File: config.mk
export PLATFORM = sky130hd
export DESIGN_NAME = symmetric_pad_stick_address_gen
export DESIGN_NICKNAME = d
export VERILOG_FILES = /design/src/rtl/spsag_pkg.sv /design/src/rtl/spsag_div.sv /design/src/rtl/spsag_datapath.sv /design/src/rtl/spsag_ctrl.sv /design/src/rtl/symmetric_pad_stick_address_gen.sv
export SDC_FILE = /design/constraint.sdc
export NUM_CORES = 1
export LEC_CHECK = 0
export BUFFER_PORTS_ARGS = -buffer_cell sky130_fd_sc_hd__buf_2
export CELL_PAD_IN_SITES_DETAIL_PLACEMENT = 1
export CELL_PAD_IN_SITES_GLOBAL_PLACEMENT = 2
export CORE_MARGIN = 8
export CORE_UTILIZATION = 40
export DETAILED_ROUTE_END_ITERATION = 10
export PLACE_DENSITY_LB_ADDON = 0.1
export SETUP_SLACK_MARGIN = 0.2
export SLEW_MARGIN = 20
export SYNTH_ARGS = -nofsm -noshare
export SYNTH_HDL_FRONTEND = slang
export SYNTH_SLANG_ARGS = --single-unit
File: constraint.sdc
create_clock -name clk_i -period 4.8 [get_ports clk_i]
set_input_delay 0.96 -clock clk_i [delete_from_list [all_inputs] [get_ports clk_i]]
set_output_delay 0.96 -clock clk_i [all_outputs]
set_load 0.01 [all_outputs]
File: src/rtl/spsag_pkg.sv
// ----------------------------------------------------------------------------
// spsag_pkg
// Shared types and constants for the symmetric pad stick address generator.
// ----------------------------------------------------------------------------
`default_nettype none

package spsag_pkg;

  // Field widths
  localparam int unsigned CfgWidth   = 24;
  localparam int unsigned PosWidth   = 24;
  localparam int unsigned StickBits  = 20;
  localparam int unsigned LaneBits   = 4;
  localparam int unsigned CfgIdxBits = 2;

  // Divider widths: the modulus is twice the source length
  localparam int unsigned DvdWidth   = 24;
  localparam int unsigned DvsWidth   = 25;
  localparam int unsigned DivSteps   = DvdWidth;
  localparam int unsigned DivCntBits = $clog2(DivSteps);

  // Elements per stick (a power of two, so the split is a shift and a mask)
  localparam int unsigned StickWidth = 16;
  localparam int unsigned StickShift = $clog2(StickWidth);

  // Configuration register indexes
  typedef enum logic [CfgIdxBits-1:0] {
    CfgSourceLength = 2'd0,
    CfgPaddedLength = 2'd1,
    CfgPadBefore    = 2'd2
  } cfg_reg_e;

  // Controller to datapath commands
  typedef struct packed {
    logic load_item;
    logic start_mod;
    logic capture_mod;
    logic emit;
  } dp_cmd_t;

  // Datapath to controller status
  typedef struct packed {
    logic zero;
    logic div_done;
    logic out_free;
  } dp_status_t;

endpackage

`default_nettype wire

File: src/rtl/spsag_div.sv
// ----------------------------------------------------------------------------
// spsag_div
// Restoring divider, one quotient bit per cycle; computes the remainder of
// the logical index by the reflection period.
// ----------------------------------------------------------------------------
`default_nettype none

module spsag_div
  import spsag_pkg::*;
(
  input  logic                clk_i,
  input  logic                rst_ni,
  input  logic                start_i,
  input  logic [DvdWidth-1:0] dividend_i,
  input  logic [DvsWidth-1:0] divisor_i,
  output logic [DvsWidth-1:0] remainder_o,
  output logic                done_o
);

  logic [DvdWidth-1:0]   dvd_q, dvd_d;
  logic [DvsWidth-1:0]   rem_q, rem_d;
  logic [DvsWidth-1:0]   dvs_q;
  logic [DivCntBits-1:0] cnt_q, cnt_d;
  logic                  busy_q, busy_d;
  logic                  done_q, done_d;

  logic [DvsWidth:0]     trial;
  logic                  ge;

  // One restoring step: shift in next dividend bit, subtract if it fits
  assign trial = {rem_q, dvd_q[DvdWidth-1]};
  assign ge    = (trial >= {1'b0, dvs_q});

  always_comb begin
    dvd_d  = dvd_q;
    rem_d  = rem_q;
    cnt_d  = cnt_q;
    busy_d = busy_q;
    done_d = 1'b0;
    if (start_i) begin
      dvd_d  = dividend_i;
      rem_d  = '0;
      cnt_d  = '0;
      busy_d = 1'b1;
    end else if (busy_q) begin
      rem_d = ge ? DvsWidth'(trial - {1'b0, dvs_q}) : DvsWidth'(trial);
      dvd_d = {dvd_q[DvdWidth-2:0], ge};
      cnt_d = cnt_q + DivCntBits'(1);
      if (cnt_q == DivCntBits'(DivSteps - 1)) begin
        busy_d = 1'b0;
        done_d = 1'b1;
      end
    end
  end

  // Control state
  always_ff @(posedge clk_i or negedge rst_ni) begin
    if (!rst_ni) begin
      busy_q <= 1'b0;
      done_q <= 1'b0;
      cnt_q  <= '0;
    end else begin
      busy_q <= busy_d;
      done_q <= done_d;
      cnt_q  <= cnt_d;
    end
  end

  // Operand registers
  always_ff @(posedge clk_i) begin
    dvd_q <= dvd_d;
    rem_q <= rem_d;
    if (start_i) begin
      dvs_q <= divisor_i;
    end
  end

  assign remainder_o = rem_q;
  assign done_o      = done_q;

endmodule

`default_nettype wire

File: src/rtl/spsag_datapath.sv
// ----------------------------------------------------------------------------
// spsag_datapath
// Configuration registers, index arithmetic, stick cache and output register.
// ----------------------------------------------------------------------------
`default_nettype none

module spsag_datapath
  import spsag_pkg::*;
(
  input  logic                  clk_i,
  input  logic                  rst_ni,
  // configuration
  input  logic                  cfg_we_i,
  input  logic [CfgIdxBits-1:0] cfg_index_i,
  input  logic [CfgWidth-1:0]   cfg_data_i,
  // input payload
  input  logic [PosWidth-1:0]   out_position_i,
  // controller link
  input  dp_cmd_t               cmd_i,
  output dp_status_t            status_o,
  // output channel
  input  logic                  out_stall_i,
  output logic                  out_valid_o,
  output logic                  out_write_zero_o,
  output logic [StickBits-1:0]  out_src_stick_o,
  output logic [LaneBits-1:0]   out_src_lane_o,
  output logic                  out_fetch_stick_o,
  output logic                  out_release_old_o
);

  // Configuration registers
  logic [CfgWidth-1:0] src_len_q, pad_len_q, pad_before_q;

  always_ff @(posedge clk_i or negedge rst_ni) begin
    if (!rst_ni) begin
      src_len_q    <= '0;
      pad_len_q    <= '0;
      pad_before_q <= '0;
    end else if (cfg_we_i) begin
      case (cfg_index_i)
        CfgSourceLength: src_len_q    <= cfg_data_i;
        CfgPaddedLength: pad_len_q    <= cfg_data_i;
        CfgPadBefore:    pad_before_q <= cfg_data_i;
        default: ;
      endcase
    end
  end

  // Item registers
  logic [PosWidth-1:0] pos_q;
  logic                zero_q, zero_d;
  logic                neg_q;
  logic [DvsWidth-1:0] r_q;

  logic [PosWidth:0]   diff;
  logic                neg;
  logic [DvdWidth-1:0] mag;
  logic [DvsWidth-1:0] period;

  // Logical index relative to the source start, as sign and magnitude
  assign diff   = {1'b0, pos_q} - {1'b0, pad_before_q};
  assign neg    = diff[PosWidth];
  assign mag    = neg ? DvdWidth'(-diff) : diff[DvdWidth-1:0];
  assign period = {src_len_q, 1'b0};
  assign zero_d = (pos_q >= pad_len_q) || (src_len_q == '0);

  // Period divider
  logic [DvsWidth-1:0] div_rem;
  logic                div_done;
  logic [DvsWidth-1:0] r_adj;
  logic [DvdWidth-1:0] src_idx;

  // Fold the remainder of a negative index back into [0, period)
  assign r_adj = (neg_q && (div_rem != '0)) ? DvsWidth'(period - div_rem) : div_rem;

  // Mirror the upper half of the period onto the source
  assign src_idx = (r_q < {1'b0, src_len_q}) ? r_q[DvdWidth-1:0]
                                             : DvdWidth'(period - DvsWidth'(1) - r_q);

  spsag_div u_div (
    .clk_i       (clk_i),
    .rst_ni      (rst_ni),
    .start_i     (cmd_i.start_mod),
    .dividend_i  (mag),
    .divisor_i   (period),
    .remainder_o (div_rem),
    .done_o      (div_done)
  );

  always_ff @(posedge clk_i) begin
    if (cmd_i.load_item) begin
      pos_q <= out_position_i;
    end
    if (cmd_i.start_mod) begin
      neg_q <= neg;
    end
    if (cmd_i.capture_mod) begin
      r_q <= r_adj;
    end
  end

  // Zero flag is evaluated in the setup cycle after the item lands
  always_ff @(posedge clk_i or negedge rst_ni) begin
    if (!rst_ni) begin
      zero_q <= 1'b0;
    end else if (cmd_i.load_item) begin
      zero_q <= 1'b0;
    end else begin
      zero_q <= zero_d;
    end
  end

  // Stick cache and miss logic
  logic [StickBits-1:0] held_stick_q;
  logic                 held_valid_q;
  logic [StickBits-1:0] stick;
  logic [LaneBits-1:0]  lane;
  logic                 miss;

  // Stick split by shift and mask
  assign stick = StickBits'(src_idx >> StickShift);
  assign lane  = LaneBits'(src_idx & DvdWidth'(StickWidth - 1));
  assign miss  = !held_valid_q || (held_stick_q != stick);

  always_ff @(posedge clk_i or negedge rst_ni) begin
    if (!rst_ni) begin
      held_stick_q <= '0;
      held_valid_q <= 1'b0;
    end else if (cmd_i.emit && !zero_q && miss) begin
      held_stick_q <= stick;
      held_valid_q <= 1'b1;
    end
  end

  // Output register
  logic                 out_valid_q;
  logic                 wz_q, fetch_q, rel_q;
  logic [StickBits-1:0] ostick_q;
  logic [LaneBits-1:0]  olane_q;
  logic                 out_free;

  assign out_free = !out_valid_q || !out_stall_i;

  always_ff @(posedge clk_i or negedge rst_ni) begin
    if (!rst_ni) begin
      out_valid_q <= 1'b0;
    end else if (cmd_i.emit) begin
      out_valid_q <= 1'b1;
    end else if (!out_stall_i) begin
      out_valid_q <= 1'b0;
    end
  end

  always_ff @(posedge clk_i) begin
    if (cmd_i.emit) begin
      wz_q     <= zero_q;
      ostick_q <= zero_q ? '0 : stick;
      olane_q  <= zero_q ? '0 : lane;
      fetch_q  <= !zero_q && miss;
      rel_q    <= !zero_q && miss && held_valid_q;
    end
  end

  assign status_o.zero     = zero_d;
  assign status_o.div_done = div_done;
  assign status_o.out_free = out_free;

  assign out_valid_o       = out_valid_q;
  assign out_write_zero_o  = wz_q;
  assign out_src_stick_o   = ostick_q;
  assign out_src_lane_o    = olane_q;
  assign out_fetch_stick_o = fetch_q;
  assign out_release_old_o = rel_q;

endmodule

`default_nettype wire

File: src/rtl/spsag_ctrl.sv
// ----------------------------------------------------------------------------
// spsag_ctrl
// Sequencer: accept, setup, period modulo, emit.
// ----------------------------------------------------------------------------
`default_nettype none

module spsag_ctrl
  import spsag_pkg::*;
(
  input  logic       clk_i,
  input  logic       rst_ni,
  input  logic       in_valid_i,
  output logic       in_stall_o,
  input  dp_status_t status_i,
  output dp_cmd_t    cmd_o
);

  typedef enum logic [3:0] {
    StIdle   = 4'b0001,
    StSetup  = 4'b0010,
    StModRun = 4'b0100,
    StEmit   = 4'b1000
  } state_e;

  state_e state_q, state_d;

  always_comb begin
    state_d = state_q;
    cmd_o   = '0;
    case (state_q)
      StIdle: begin
        if (in_valid_i) begin
          cmd_o.load_item = 1'b1;
          state_d         = StSetup;
        end
      end
      StSetup: begin
        if (status_i.zero) begin
          state_d = StEmit;
        end else begin
          cmd_o.start_mod = 1'b1;
          state_d         = StModRun;
        end
      end
      StModRun: begin
        if (status_i.div_done) begin
          cmd_o.capture_mod = 1'b1;
          state_d           = StEmit;
        end
      end
      StEmit: begin
        if (status_i.out_free) begin
          cmd_o.emit = 1'b1;
          state_d    = StIdle;
        end
      end
      default: state_d = StIdle;
    endcase
  end

  always_ff @(posedge clk_i or negedge rst_ni) begin
    if (!rst_ni) begin
      state_q <= StIdle;
    end else begin
      state_q <= state_d;
    end
  end

  assign in_stall_o = (state_q != StIdle);

endmodule

`default_nettype wire

File: src/rtl/symmetric_pad_stick_address_gen.sv
// ----------------------------------------------------------------------------
// symmetric_pad_stick_address_gen
// Maps a padded output index to a source stick and lane with symmetric,
// edge-repeating padding, and tracks a one-stick source cache.
//
//   channel | direction | handshake              | payload
//   --------+-----------+------------------------+--------------------------
//   cfg     | in        | cfg_we_i               | cfg_index_i, cfg_data_i
//   in      | in        | in_valid_i / in_stall_o| in_out_position_i
//   out     | out       | out_valid_o/out_stall_i| write_zero, stick, lane,
//           |           |                        | fetch, release
//
// One transaction at a time. With no output stall an item passes through
// accept, setup, 24 steps of the bit-serial period modulo plus its done
// strobe, capture and emit. The stick/lane split is a shift and a mask.
// Zero-result items skip the modulo. Reset clears configuration and the cache.
// The result sits in an output register, so a new item is accepted while the
// previous result is still stalled; the sequencer waits at emit if needed.
// ----------------------------------------------------------------------------
`default_nettype none

module symmetric_pad_stick_address_gen
  import spsag_pkg::*;
(
  input  logic                  clk_i,
  input  logic                  rst_ni,
  // configuration
  input  logic                  cfg_we_i,
  input  logic [CfgIdxBits-1:0] cfg_index_i,
  input  logic [CfgWidth-1:0]   cfg_data_i,
  // input channel
  input  logic                  in_valid_i,
  output logic                  in_stall_o,
  input  logic [PosWidth-1:0]   in_out_position_i,
  // output channel
  output logic                  out_valid_o,
  input  logic                  out_stall_i,
  output logic                  out_write_zero_o,
  output logic [StickBits-1:0]  out_src_stick_o,
  output logic [LaneBits-1:0]   out_src_lane_o,
  output logic                  out_fetch_stick_o,
  output logic                  out_release_old_o
);

  dp_cmd_t    cmd;
  dp_status_t status;

  spsag_ctrl u_ctrl (
    .clk_i      (clk_i),
    .rst_ni     (rst_ni),
    .in_valid_i (in_valid_i),
    .in_stall_o (in_stall_o),
    .status_i   (status),
    .cmd_o      (cmd)
  );

  spsag_datapath u_datapath (
    .clk_i             (clk_i),
    .rst_ni            (rst_ni),
    .cfg_we_i          (cfg_we_i),
    .cfg_index_i       (cfg_index_i),
    .cfg_data_i        (cfg_data_i),
    .out_position_i    (in_out_position_i),
    .cmd_i             (cmd),
    .status_o          (status),
    .out_stall_i       (out_stall_i),
    .out_valid_o       (out_valid_o),
    .out_write_zero_o  (out_write_zero_o),
    .out_src_stick_o   (out_src_stick_o),
    .out_src_lane_o    (out_src_lane_o),
    .out_fetch_stick_o (out_fetch_stick_o),
    .out_release_old_o (out_release_old_o)
  );

endmodule

`default_nettype wire
# Word-level counts from Yosys, hierarchy flattened
# Index checks and enable logic that the tools add are counted.
[totals]
reg_bits = 256
latchBits = 0
ram_bits = 0
mem_bits_ro = 0
inputBits = 55
out_inout_bits = 29
wordCells = 95
mem_count = 0
[classes]
n_addsub = 7
multipliers = 0
n_div = 0
order_cmp = 3
n_eq_ne = 13
shifts = 0
mux = 30
n_bitwise = 0
reduce_logical = 20
[ops]
columns = ["op", "n"]
rows = [
  ["$mux W24", 4],
  ["$mux W25", 2],
  ["$sub A25 B25 Y25", 2],
  ["$ge A26 B25 Y1", 1],
  ["$lt A25 B24 Y1", 1],
  ["$reduce_bool A25 Y1", 1],
  ["$sub A24 B24 Y25", 1],
  ["$ge A24 B24 Y1", 1],
  ["$logic_not A24 Y1", 1],
  ["$neg A24 Y24", 1],
  ["$sub A24 B1 Y24 const B", 1],
  ["$sub A24 B24 Y24", 1],
  ["$ne A20 B20 Y1", 1],
  ["$mux W1", 17],
  ["$mux W4", 4],
  ["$pmux W4 S4", 1],
  ["$mux W5", 2],
  ["$ne A2 B1 Y1 const B", 3],
  ["$reduce_and A2 Y1", 3],
  ["$add A5 B1 Y5 const B", 1],
  ["$eq A5 B5 Y1 const B", 1],
  ["$logic_and A1 B1 Y1", 5],
  ["$eq A4 B1 Y1 const B", 1],
  ["$eq A4 B2 Y1 const B", 1],
  ["other kinds (11)", 16],
]

# Logic depth before layout (Yosys ltp)
# Gate-level depths: netlist of the first run.
[logic_depth]
word_depth = 7
ltp_mapped = 17
depth_no_buf = 16

# Modules after synthesis
# From an unflattened synthesis of the first run, not the netlist that was laid out.
[unflattened]
hier_cells = 1780
hier_area_um2 = 17455.5
[by_module_without_submodules]
columns = ["module", "n_inst", "cells_each", "area_each_um2", "seq_area_each_um2"]
rows = [
  ["spsag_datapath", 1, 1321, 12563.3, 4689.5],
  ["spsag_div", 1, 427, 4601.9, 2147.1],
  ["spsag_ctrl", 1, 32, 290.3, 101.3],
]

# Least setup slack after synthesis of the first run
# Ideal clock, no wire load.
[synth_timing]
kind = "register to register"
start = "reg u_datapath.pos_q[0]"
end = "reg u_datapath.neg_q (enable)"
setup_time_ps = 399
t_arrival_ps = 3680
required_ps = 4401
setup_slack_ps = 721
stages_incl_launch_ff = 14
path_buffers = 2
synth_period_minus_slack_ps = 4079
path_cell_list = "edfxtp_1 > inv_1 > ha_1 > nand2b_1 > a21o_1 > a211oi_1 > nor2_1 > o41ai_1 > a31oi_1 > o31a_1 > or2_2 > nor3_1 > clkbuf_1 > buf_1"
[synth_lines]
columns = ["item", "line", "source"]
rows = [
  ["start: declaration", "spsag_datapath.sv:50", "logic [PosWidth-1:0] pos_q;"],
  ["start signal: assignment", "spsag_datapath.sv:92", "pos_q <= out_position_i;"],
  ["end signal: assignment", "spsag_datapath.sv:95", "neg_q <= neg;"],
  ["end: declaration", "spsag_datapath.sv:52", "logic neg_q;"],
]

# Worst setup path after layout of the first run
[layout_timing]
start = "reg u_datapath.src_len_q[4]"
end = "reg u_datapath.rel_q, in the netlist u_datapath.out_release_old_o (data pin)"
[layout_between]
elab_chain_len = 7
elab_cells_between_ends = 8
cone_classes = "add/sub: 2; order compare: 1; eq/ne: 1; mux: 1; reduce/logical: 3"
[layout_rtl]
columns = ["item", "line", "source"]
rows = [
  ["start: declaration", "spsag_datapath.sv:32", "logic [CfgWidth-1:0] src_len_q, pad_len_q, pad_before_q;"],
  ["start signal: assignment", "spsag_datapath.sv:41", "CfgSourceLength: src_len_q <= cfg_data_i;"],
  ["$sub A24 B1 Y24", "spsag_datapath.sv:78", ": DvdWidth'(period - DvsWidth'(1) - r_q);"],
  ["$sub A24 B24 Y24", "spsag_datapath.sv:78", ""],
  ["$mux W24 (*)", "spsag_datapath.sv:77", "assign src_idx = (r_q < {1'b0, src_len_q}) ? r_q[DvdWidth-1:0]"],
  ["$ne A20 B20 Y1 (*)", "spsag_datapath.sv:123", "assign miss = !held_valid_q || (held_stick_q != stick);"],
  ["$logic_or A1 B1 Y1 (*)", "spsag_datapath.sv:123", ""],
  ["$logic_and A1 B1 Y1 (*) (2 in series)", "spsag_datapath.sv:160", "rel_q <= !zero_q && miss && held_valid_q;"],
  ["end signal: assignment", "spsag_datapath.sv:160", ""],
  ["end: declaration", "spsag_datapath.sv:137", "logic wz_q, fetch_q, rel_q;"],
]
# Mark *: on every way between the ends. The rest lies on a longest branch, timed or not.
# A chain may end at the register's enable or synchronous reset.

==> impl_results.md, run 1 <==
- Status: completed
- R2R Path Start: u_datapath.src_len_q[4]
- Top FF cell, synth: edfxtp_1
- Port Buf Inserts: 83
- Clock power share: 0.203
- Post-synthesis register bit count: roughly 260
- Overall die area: between 50000 and 60000 um2
- Worst Path Required: a little over 5 ns
- Vias in the first global route: roughly 14k
- Leading cell types by count after synthesis: 183 x nor2_1, 179 x inv_1, 142 x ha_1
- Static Leakage: around 0.0084 uW
- CP Class: flip-flop to flip-flop
- CTS Buf Count: 31
- Final Hold Fails: 0
- Final worst-path cycle share: 0.9068
- Minimum clock period after layout: roughly 4.4 ns
- RSZ-0062 raised after global routing: false
- Post-synth EDFFs: approximately 130
- Hold buffers post-CTS: 0
- Post-route ant nets: 0
- Final-report max-slew violation count: 0
- Die Y: 224.2 um
- Post-Route WL: approximately 54000 um
- Crit path top cell by count: a21o_1
- CTS tree: done
- Sequential cell area: between 6000 and 7000 um2
- Library cells used by synthesis: 91
- Yosys warning total: 0
- Post-Syn Instances: about 1.8k
- Ranking of synthesized cells by area: edfxtp_1 22%, dfrtp_1 15%, ha_1 10%
- Share of the synthesized area in the top cell type: 0.2165
- DR vias/cell: 5.517
- Mapped Area: 17340 um2
- Area grow syn2layout: 12.96%
- Die W: between 200 and 250 um
- Ratio of cells with drive above 1 in the final layout: 0.1262
- DR WL/cell: 21.18 um
- Reg2reg path depth: 14
- Global Route Usage Sum: 0.2109
- Num rows: 76
- Comb pwr share: 0.491
- Non-Filler Cell Area, Final: just under 20000 um2
- FF-to-FF setup slack: ~0.45 ns
- CP Launch Type: flip-flop
- HP Class: input pin to async pin
- Area leader, netlist: edfxtp_1
- Final setup violating endpoints: 0
- Worst R2R End: u_datapath.out_release_old_o
- PwrDens: 612.5 nW/um2
- Fillers: about 5k
- DR vias: 13.95k
- Worst-Skew Late Latency: between 0.6 and 0.7 ns
- Internal Pwr Total: 7010 uW
- Psw: 4986 uW
- CTS Sinks: 256
- # DRC: 0
- Max Cap Viol: 0
- Asr flop ratio synth: 0.4141
- Total gr overflow: 0
- CP Capture Type: flip-flop
- Syn_nets: slightly above 2k
- Core area: 42980 um2
- Share of power burned in registers: 0.307
- NumNets Final: about 2.1k
- Worst VDD drop: between 300 and 400 uV
- Dpl cell area: between 15000 and 20000 um2
- Setup_tns: 0 ns
- FMAX: roughly 230 MHz
- Worst Max-Slew Pin Slew: just over 1 ns
- Post-DP HPWL: about 42000 um
- Layout Skew: 0.01730 ns
- Largest net degree at the start of global routing: 107
- Net Sw Frac: 0.4156
- Cell breakdown of the critical path: inv_1 -> ha_1 -> a21o_1 -> a2111oi_1 -> o31a_1 -> o32ai_2 -> or2_1 -> buf_4 -> a21o_1 -> a2111oi_0 -> nand4_1 -> a2111oi_2 -> and2_1 -> nor3b_1
- Count leader, synth: nor2_1
- Area of the multi-input gates: approximately 9500 um2
- CP Data Arrival Time: between 4 and 5 ns
- Initial antenna violation count: 1
- GPL Wtd Cong: a little under 0.9
- Slowest cell on crit path: dfrtp_1
- Clock root cell: clkbuf_16
- Relative slew slack: 0.3162
- Seq/Total Area, Yosys: 0.3984
- Crit Path Max Fanout: 16
- H-tree levels: 1
- Detailed Routing Iterations Pass 1: 5
- First-pass GRT wire length: about 84000 um
- Total I/O pin count: between 80 and 90
- CTS Buffer Depth: 3
- Starting Density: 0.4034
- Syn Area/Cell: approximately 9.4 um2
- Max incr delay on CP: 0.56 ns
- Clock Pin Slew Worst Setup and Hold Paths: around 0.06 ns
- Initial DRC count: between 600 and 700
==> flip-flops by register name, indices dropped and copies added (netlist names), 4 cells and up <==
signal	flops
u_datapath.u_div.cnt_q	5
u_datapath.out_src_stick_o	20
u_datapath.u_div.dvd_q	24
u_datapath.out_src_lane_o	4
u_datapath.u_div.dvs_q	24
u_datapath.pad_len_q	24
u_datapath.u_div.remainder_o	25
u_datapath.pos_q	24
u_datapath.src_len_q	24
u_ctrl.state_q	4
u_datapath.r_q	25
u_datapath.pad_before_q	24
u_datapath.held_stick_q	20
==> power by group through the flow <==
stage,Combinational (uW),Sequential [uW],Clock [uW]
after floorplan,4550,3400,0
after global placement,5750,3720,0
after detailed placement,5870,3730,0
after CTS,5930,3700,2510
after global routing,6630,3760,2570
final,5890,3680,2430
==> layer usage <==
layer  global-route usage  up-vias  wire [um]
li1                     -     6771          -
met2               0.3644      248      25980
met5                    0        -          0
met3              0.03048       86       2066
met4              0.06879        0       1870
met1               0.2693     6842      23620
==> layout make-up <==
type,instances,share of cell area
antenna,1,0.0001278
clock buffer,45,0.04388
clock inverter,13,0.008943
inverter,180,0.03456
multi-input combinational,1338,0.4869
sequential,256,0.3527
tap,585,0.03737
timing repair buffer,110,0.03552
==> worst max-delay path by stage <==
stage / depth (start not counted) / end / from
after floorplan: 13 / u_datapath.neg_q / u_datapath.pos_q[0]
after global placement: 14 / u_datapath.out_release_old_o / u_datapath.src_len_q[5]
after detailed placement: 14 / u_datapath.out_release_old_o / u_datapath.src_len_q[5]
after CTS: 14 / u_datapath.out_release_old_o / u_datapath.src_len_q[4]
after global routing: 14 / u_datapath.out_release_old_o / u_datapath.src_len_q[5]
final: 14 / u_datapath.out_release_old_o / u_datapath.src_len_q[4]
==> cell usage in the layout, fill, tap and decap left out, drive strengths merged, types with 12 or more instances in the layout <==
cell type / n
mux2i: 30
o21ai: 112
a2111oi: 14
o21a: 18
mux2: 56
edfxtp: 125
o31ai: 14
nor2: 183
a31oi: 12
nor3: 37
clkbuf: 45
or3: 17
nand2b: 23
a21o: 40
a21oi: 134
dfrtp: 105
dfxtp: 25
nand2: 110
a211oi: 32
inv: 181
buf: 110
nand3: 28
nor2b: 17
xor2: 53
ha: 142
xnor2: 69
nor4: 15
nand4: 24
o211ai: 21
==> timing repair <==
action,CTS,global route
setup endpoints to repair,0,29
resized for setup,0,9
setup buffers,0,1
==> logic make-up (layout without fill, tap and decap cells) <==
group / Yosys count / count (layout) / share of synthesized area
and+or+nand+nor: 507 / 507 / 0.1393
xor gates and xnor gates: 124 / 124 / 0.06530
muxes: 86 / 86 / 0.05390
buffers and inverters: 244 / 348 / 0.05541
other: 0 / 1 / 0
adders and majority gates: 146 / 146 / 0.1071
DFF: 256 / 256 / 0.3984
AOI/OAI and AO/OA: 475 / 475 / 0.1807
==> through the flow <==
stage	setup slack, ns	utilization	std cells	hold slack [ns]	power (uW)
finish	0.4473	0.4557	2528	0.3822	12000
global route	0.2020	0.4557	2527	0.4568	12960
CTS	0.2537	0.4550	2526	0.4567	12140
detailed placement	0.2765	0.4309	2468	0.4761	9604
global placement	0.2142	0.4309	2468	0.4690	9468
floorplan	0.7211	-	1838	0.4231	7950
==> critical path, delay by kind of cell, from the launching register on <==
family                     cells  cell delay, ns
AOI/OAI and AO/OA              7            2.19
and+or+nand+nor                4            0.72
DFF                            1            0.56
adders and majority gates      1            0.21
buffers and inverters          2            0.39
No activity file was read; power rests on OpenSTA's default activity.
==> inputs of run 2 (changes only) <==
- CORE_MARGIN: 8 -> 2
==> impl_results.md, run 2 (same netlist as run 1, synthesis figures left out) <==
- Commonest non-fill, non-tap cell in the layout: nor2_1
- CP Class: flip-flop to flip-flop
- CP Buf/Inv Count: 3
- Detailed Routing Iterations Pass 1: 5
- Final worst-path cycle share: 0.8963
- Hold buffers post-CTS: 0
- Clock Pin Slew Worst Setup and Hold Paths: 0.06 ns
- Worst slack, placed: ~0.34 ns
- Initial antenna violation count: 0
- DR WL/cell: 21.18 um
- HP Class: flip-flop to flip-flop
- Worst-Skew Late Latency: 0.55 ns
- Max Cap Viol: 0
- Static Leakage: around 0.0085 uW
- CTS tree: done
- Post-route ant nets: 0
- GPL Wtd Cong: between 0.8 and 0.9
- Final Hold Fails: 0
- Core area: between 40000 and 50000 um2
- CP Data Arrival Time: 4.60 ns
- Starting Density: 0.4043
- Final setup violating endpoints: 0
- Total gr overflow: 0
- Post-DP HPWL: a little over 40000 um
- H-tree levels: 2
- Cell breakdown of the critical path: inv_1 -> ha_1 -> inv_1 -> fa_1 -> a211oi_1 -> o21ai_1 -> a211oi_4 -> o21ai_4 -> a211o_1 -> a311oi_2 -> a21oi_1 -> a31o_2 -> inv_4 -> o21ai_0 -> xnor2_1 -> mux2_2
- Global Route Usage Sum: 0.2440
- CP Capture Type: flip-flop
- Total I/O pin count: 84
- DR vias/cell: 5.529
- Max incr delay on CP: between 0.4 and 0.5 ns
- DR vias: approximately 14k
- CTS Sinks: between 200 and 300
- Vias in the first global route: 14.62k
- Post-CTS Setup Bufs: 0
- Area grow syn2layout: 13.99%
- Worst VDD drop: between 200 and 300 uV
- Minimum clock period after layout: between 4 and 5 ns
- Most frequent cells in the layout: 182 x nor2_1, 179 x inv_1, 142 x ha_1, 132 x a21oi_1, 125 x edfxtp_1
- Worst Max-Slew Pin Slew: 1.042 ns
- # DRC: 0
- Ratio of cells with drive above 1 in the final layout: 0.1332
- Final-report max-slew violation count: 0
- Overall die area: 45030 um2
- Clock root cell: clkbuf_16
- Port Buf Inserts: between 80 and 90
- Number of diodes: 0
- Num rows: 76
- PwrDens: between 600 and 700 nW/um2
- RSZ-0062 raised after global routing: false
- Crit path top cell by count: inv_1
- First-pass GRT wire length: ~84000 um
- FMAX: approximately 230 MHz
- Die Y: ~210 um
- Initial DRC count: 692
- Worst Path Required: about 5.1 ns
- CP Launch Type: flip-flop
- Setup ws final: about 0.5 ns
- CP top delay family: compound AO/OA/AOI/OAI gates
- Layout Skew: roughly 0.020 ns
- NumNets Final: about 2.1k
- Final Util: 0.4609
- Slowest cell on crit path: fa_1
- Post-Route WL: 53570 um
- Largest net degree at the start of global routing: roughly 110
- Setup_tns: 0 ns
- Relative slew slack: 0.3052
- Crit Path Max Fanout: 19
- Status: completed
- Resized Gates After CTS: 0
- Die W: 212.2 um
- CTS Buffer Depth: 3
- CTS Buf Count: 34
[run 2: changes by cell type in the layout (fill, tap and decap cells not counted), sizes merged]
cell / before / now
clkbuf: 45 / 50
clkinv: 8 / 5
buf: 110 / 108
clkinvlp: 0 / 1
diode: 1 / 0
inv: 181 / 182
[run 2: worst paths after layout]
path,depth (start not counted),start,to,slack [ns]
setup / recovery,16,u_datapath.pos_q[0],u_datapath.u_div.dvd_q[16],0.50
hold / removal,1,u_datapath.held_stick_q[13],u_datapath.held_stick_q[13],0.48
setup reg to reg,16,u_datapath.pos_q[0],u_datapath.u_div.dvd_q[16],0.50
hold reg to reg,1,u_datapath.held_stick_q[13],u_datapath.held_stick_q[13],0.48
max in group asynchronous,2,rst_ni,u_datapath.held_stick_q[19],3.79
min in group asynchronous,2,rst_ni,u_datapath.u_div.cnt_q[2],0.51
[run 2: per-stage QoR]
step | power [uW] | hold WS [ns] | std cells | area (um2)
2_1_floorplan | 7950 | 0.4231 | 1838 | 17340
3_3_place_gp | 9445 | 0.4704 | 2467 | 18500
3_5_place_dp | 9601 | 0.4775 | 2467 | 18500
4_1_cts | 12490 | 0.4901 | 2529 | 19740
5_1_grt | 13370 | 0.5058 | 2529 | 19770
6_report | 12370 | 0.4845 | 2529 | 19770
[run 2: where the power goes]
group | switching (uW) | total [uW] | leakage, uW | internal, uW
Combinational | 3380 | 5890 | 0.00532 | 2510
Sequential | 661 | 3700 | 0.00261 | 3040
Clock | 1040 | 2790 | 0.000608 | 1750
Total | 5080 | 12400 | 0.00854 | 7290
[run 2: layout make-up]
class	count	area, um2
multi-input combinational	1338	9544
tap	585	732.0
clock buffer	50	1055
sequential	256	6909
timing repair buffer	108	668.1
fill	4819	23120
clock inverter	12	180.2
inverter	180	678.2
[run 2: layer usage]
layer  vias up  routed length, um  GRT usage
met5         -                  0          0
met4         0               1463    0.07861
met3        81               1742    0.02747
met2       216              26100     0.4222
met1      6911              24260     0.3188
li1       6776                  -          -
==> inputs of run 3 (changes only) <==
- CORE_MARGIN: 2 -> default
- GPL_TIMING_DRIVEN: default -> 0
- PLACE_DENSITY: default -> 0.84
- PLACE_DENSITY_LB_ADDON: 0.1 -> default
==> impl_results.md, run 3 (same netlist as run 1, synthesis figures left out) <==
- Final setup violating endpoints: 0
- Reg2reg path depth: 15
- CTS Sinks: between 200 and 300
- Total I/O pin count: 84
- CTS tree: done
- R2R Path Start: u_datapath.src_len_q[4]
- Total power: 12030 uW
- NumNets Final: 2161
- Fillers: about 4.9k
- First-pass GRT wire length: about 85000 um
- Num rows: 75
- Most frequent cells in the layout: 181 x nor2_1, 179 x inv_1, 142 x ha_1, 130 x a21oi_1, 125 x edfxtp_1
- Detailed Routing Iterations Pass 1: 5
- Worst R2R End: u_datapath.held_stick_q[13]
- Area grow syn2layout: 13.90%
- CTS Buffer Depth: 3
- Status: completed
- Crit path depth: 15
- DR vias: approximately 14k
- Starting Density: 0.4097
- Global Route Usage Sum: 0.2477
- FF-to-FF setup slack: roughly 0.37 ns
- Worst-Skew Late Latency: a little over 0.6 ns
- CP Capture Type: flip-flop
- Die W: around 210 um
- Overall die area: around 44000 um2
- Sequential cell area: just under 7000 um2
- Relative slew slack: 0.4403
- Number of diodes: 0
- Minimum clock period after layout: about 4.4 ns
- Initial antenna violation count: 0
- Core area: ~42000 um2
- DR vias/cell: 5.583
- Worst slack, placed: -0.4441 ns
- Critical path origin: u_datapath.src_len_q[4]
- Total gr overflow: 0
- Final worst-path cycle share: 0.9225
- Final Hold Fails: 0
- Vias in the first global route: roughly 15k
- Setup ws final: around 0.37 ns
- Area of the multi-input gates: 9588 um2
- Post-DP HPWL: 43110 um
- Hold buffers post-CTS: 0
- Post-Route WL: ~54000 um
- CP top delay family: compound AO/OA/AOI/OAI gates
- Max Cap Viol: 0
- Static Leakage: about 0.0085 uW
- HP Class: input pin to async pin
- GPL Wtd Cong: between 0.9 and 1
- DR WL/cell: between 20 and 25 um
- Worst Path Required: about 5.3 ns
- CP Class: flip-flop to flip-flop
- Clock root cell: clkbuf_16
- Max incr delay on CP: 0.53 ns
- Slowest cell on crit path: dfrtp_1
- Worst VDD drop: between 300 and 400 uV
- CP Launch Type: flip-flop
- Die Y: around 210 um
- H-tree levels: 1
- Largest net degree at the start of global routing: between 60 and 70
- CP Buf/Inv Count: 3
- Final-report max-slew violation count: 0
- CP Data Arrival Time: 4.89 ns
- RSZ-0062 raised after global routing: true
- Post-route ant nets: 0
- # DRC: 0
- Port Buf Inserts: 83
- CP Capture Point: u_datapath.held_stick_q[13]
- Initial DRC count: approximately 630
- Clock Pin Slew Worst Setup and Hold Paths: approximately 0.060 ns
- FMAX: roughly 230 MHz
- Ratio of cells with drive above 1 in the final layout: 0.1336
- Cell breakdown of the critical path: ha_1 -> clkbuf_1 -> o21ai_0 -> o21ai_1 -> a221oi_4 -> buf_4 -> a211oi_1 -> nor2_1 -> xnor2_1 -> xnor2_1 -> a32oi_2 -> a2111oi_2 -> a31oi_1 -> buf_6 -> mux2_1
- Commonest non-fill, non-tap cell in the layout: nor2_1
- PwrDens: about 610 nW/um2
- Crit path top cell by count: xnor2_1
- CTS Buf Count: 30
- Crit Path Max Fanout: 10
- Worst Max-Slew Pin Slew: about 0.84 ns
- Final Util: 0.4667
- Layout Skew: between 0.03 and 0.04 ns
[run 3: how the worst min path moves through the flow]
stage                                       end  slack [ns]  depth (start not counted)
floorplan           u_datapath.out_write_zero_o        0.42                          0
global placement    u_datapath.out_write_zero_o        0.43                          0
detailed placement  u_datapath.out_write_zero_o        0.47                          0
CTS                      u_datapath.out_valid_o        0.29                          1
global route             u_datapath.out_valid_o        0.31                          1
finish                   u_datapath.out_valid_o        0.28                          1
[run 3: routing by layer]
metal  part of all wire  track usage  vias up
met2               0.48       0.4268      280
met4              0.030      0.06897        0
met5                  0            0        -
li1                   -            -     6850
met1               0.46       0.3294     7081
met3              0.036      0.02548       87
[run 3: timing repair]
item / in CTS / in global routing
hold endpoints to repair: 0 / 0
setup endpoints to repair: 125 / 106
buffers inserted: 0 / 2
cloned: 0 / 0
pin swaps: 0 / 3
gates resized for setup: 16 / 26
[run 3: area by class of cell]
type	instances	share of cell area
inverter	180	0.03421
sequential	256	0.3498
clock inverter	16	0.009375
clock buffer	40	0.04301
buffer	64	0.01539
tap	577	0.03655
multi-input combinational	1338	0.4854
timing repair buffer	90	0.02623
[run 3: power breakdown]
part | total, uW | switching (uW) | internal [uW]
sequential | 3620 | 582 | 3040
combinational | 6040 | 3550 | 2500
clock | 2370 | 1000 | 1370
total | 12000 | 5130 | 6900
[run 3: metrics by stage]
step                      setup TNS, ns  area [um2]  hold WS (ns)  instances
after floorplan                       0       17340        0.4231       1838
after global placement           -55.21       18480        0.4344       2498
after detailed placement         -32.26       18580        0.4663       2503
after CTS                             0       19660        0.2906       2559
after global routing                  0       19750        0.3150       2561
final                                 0       19750        0.2830       2561
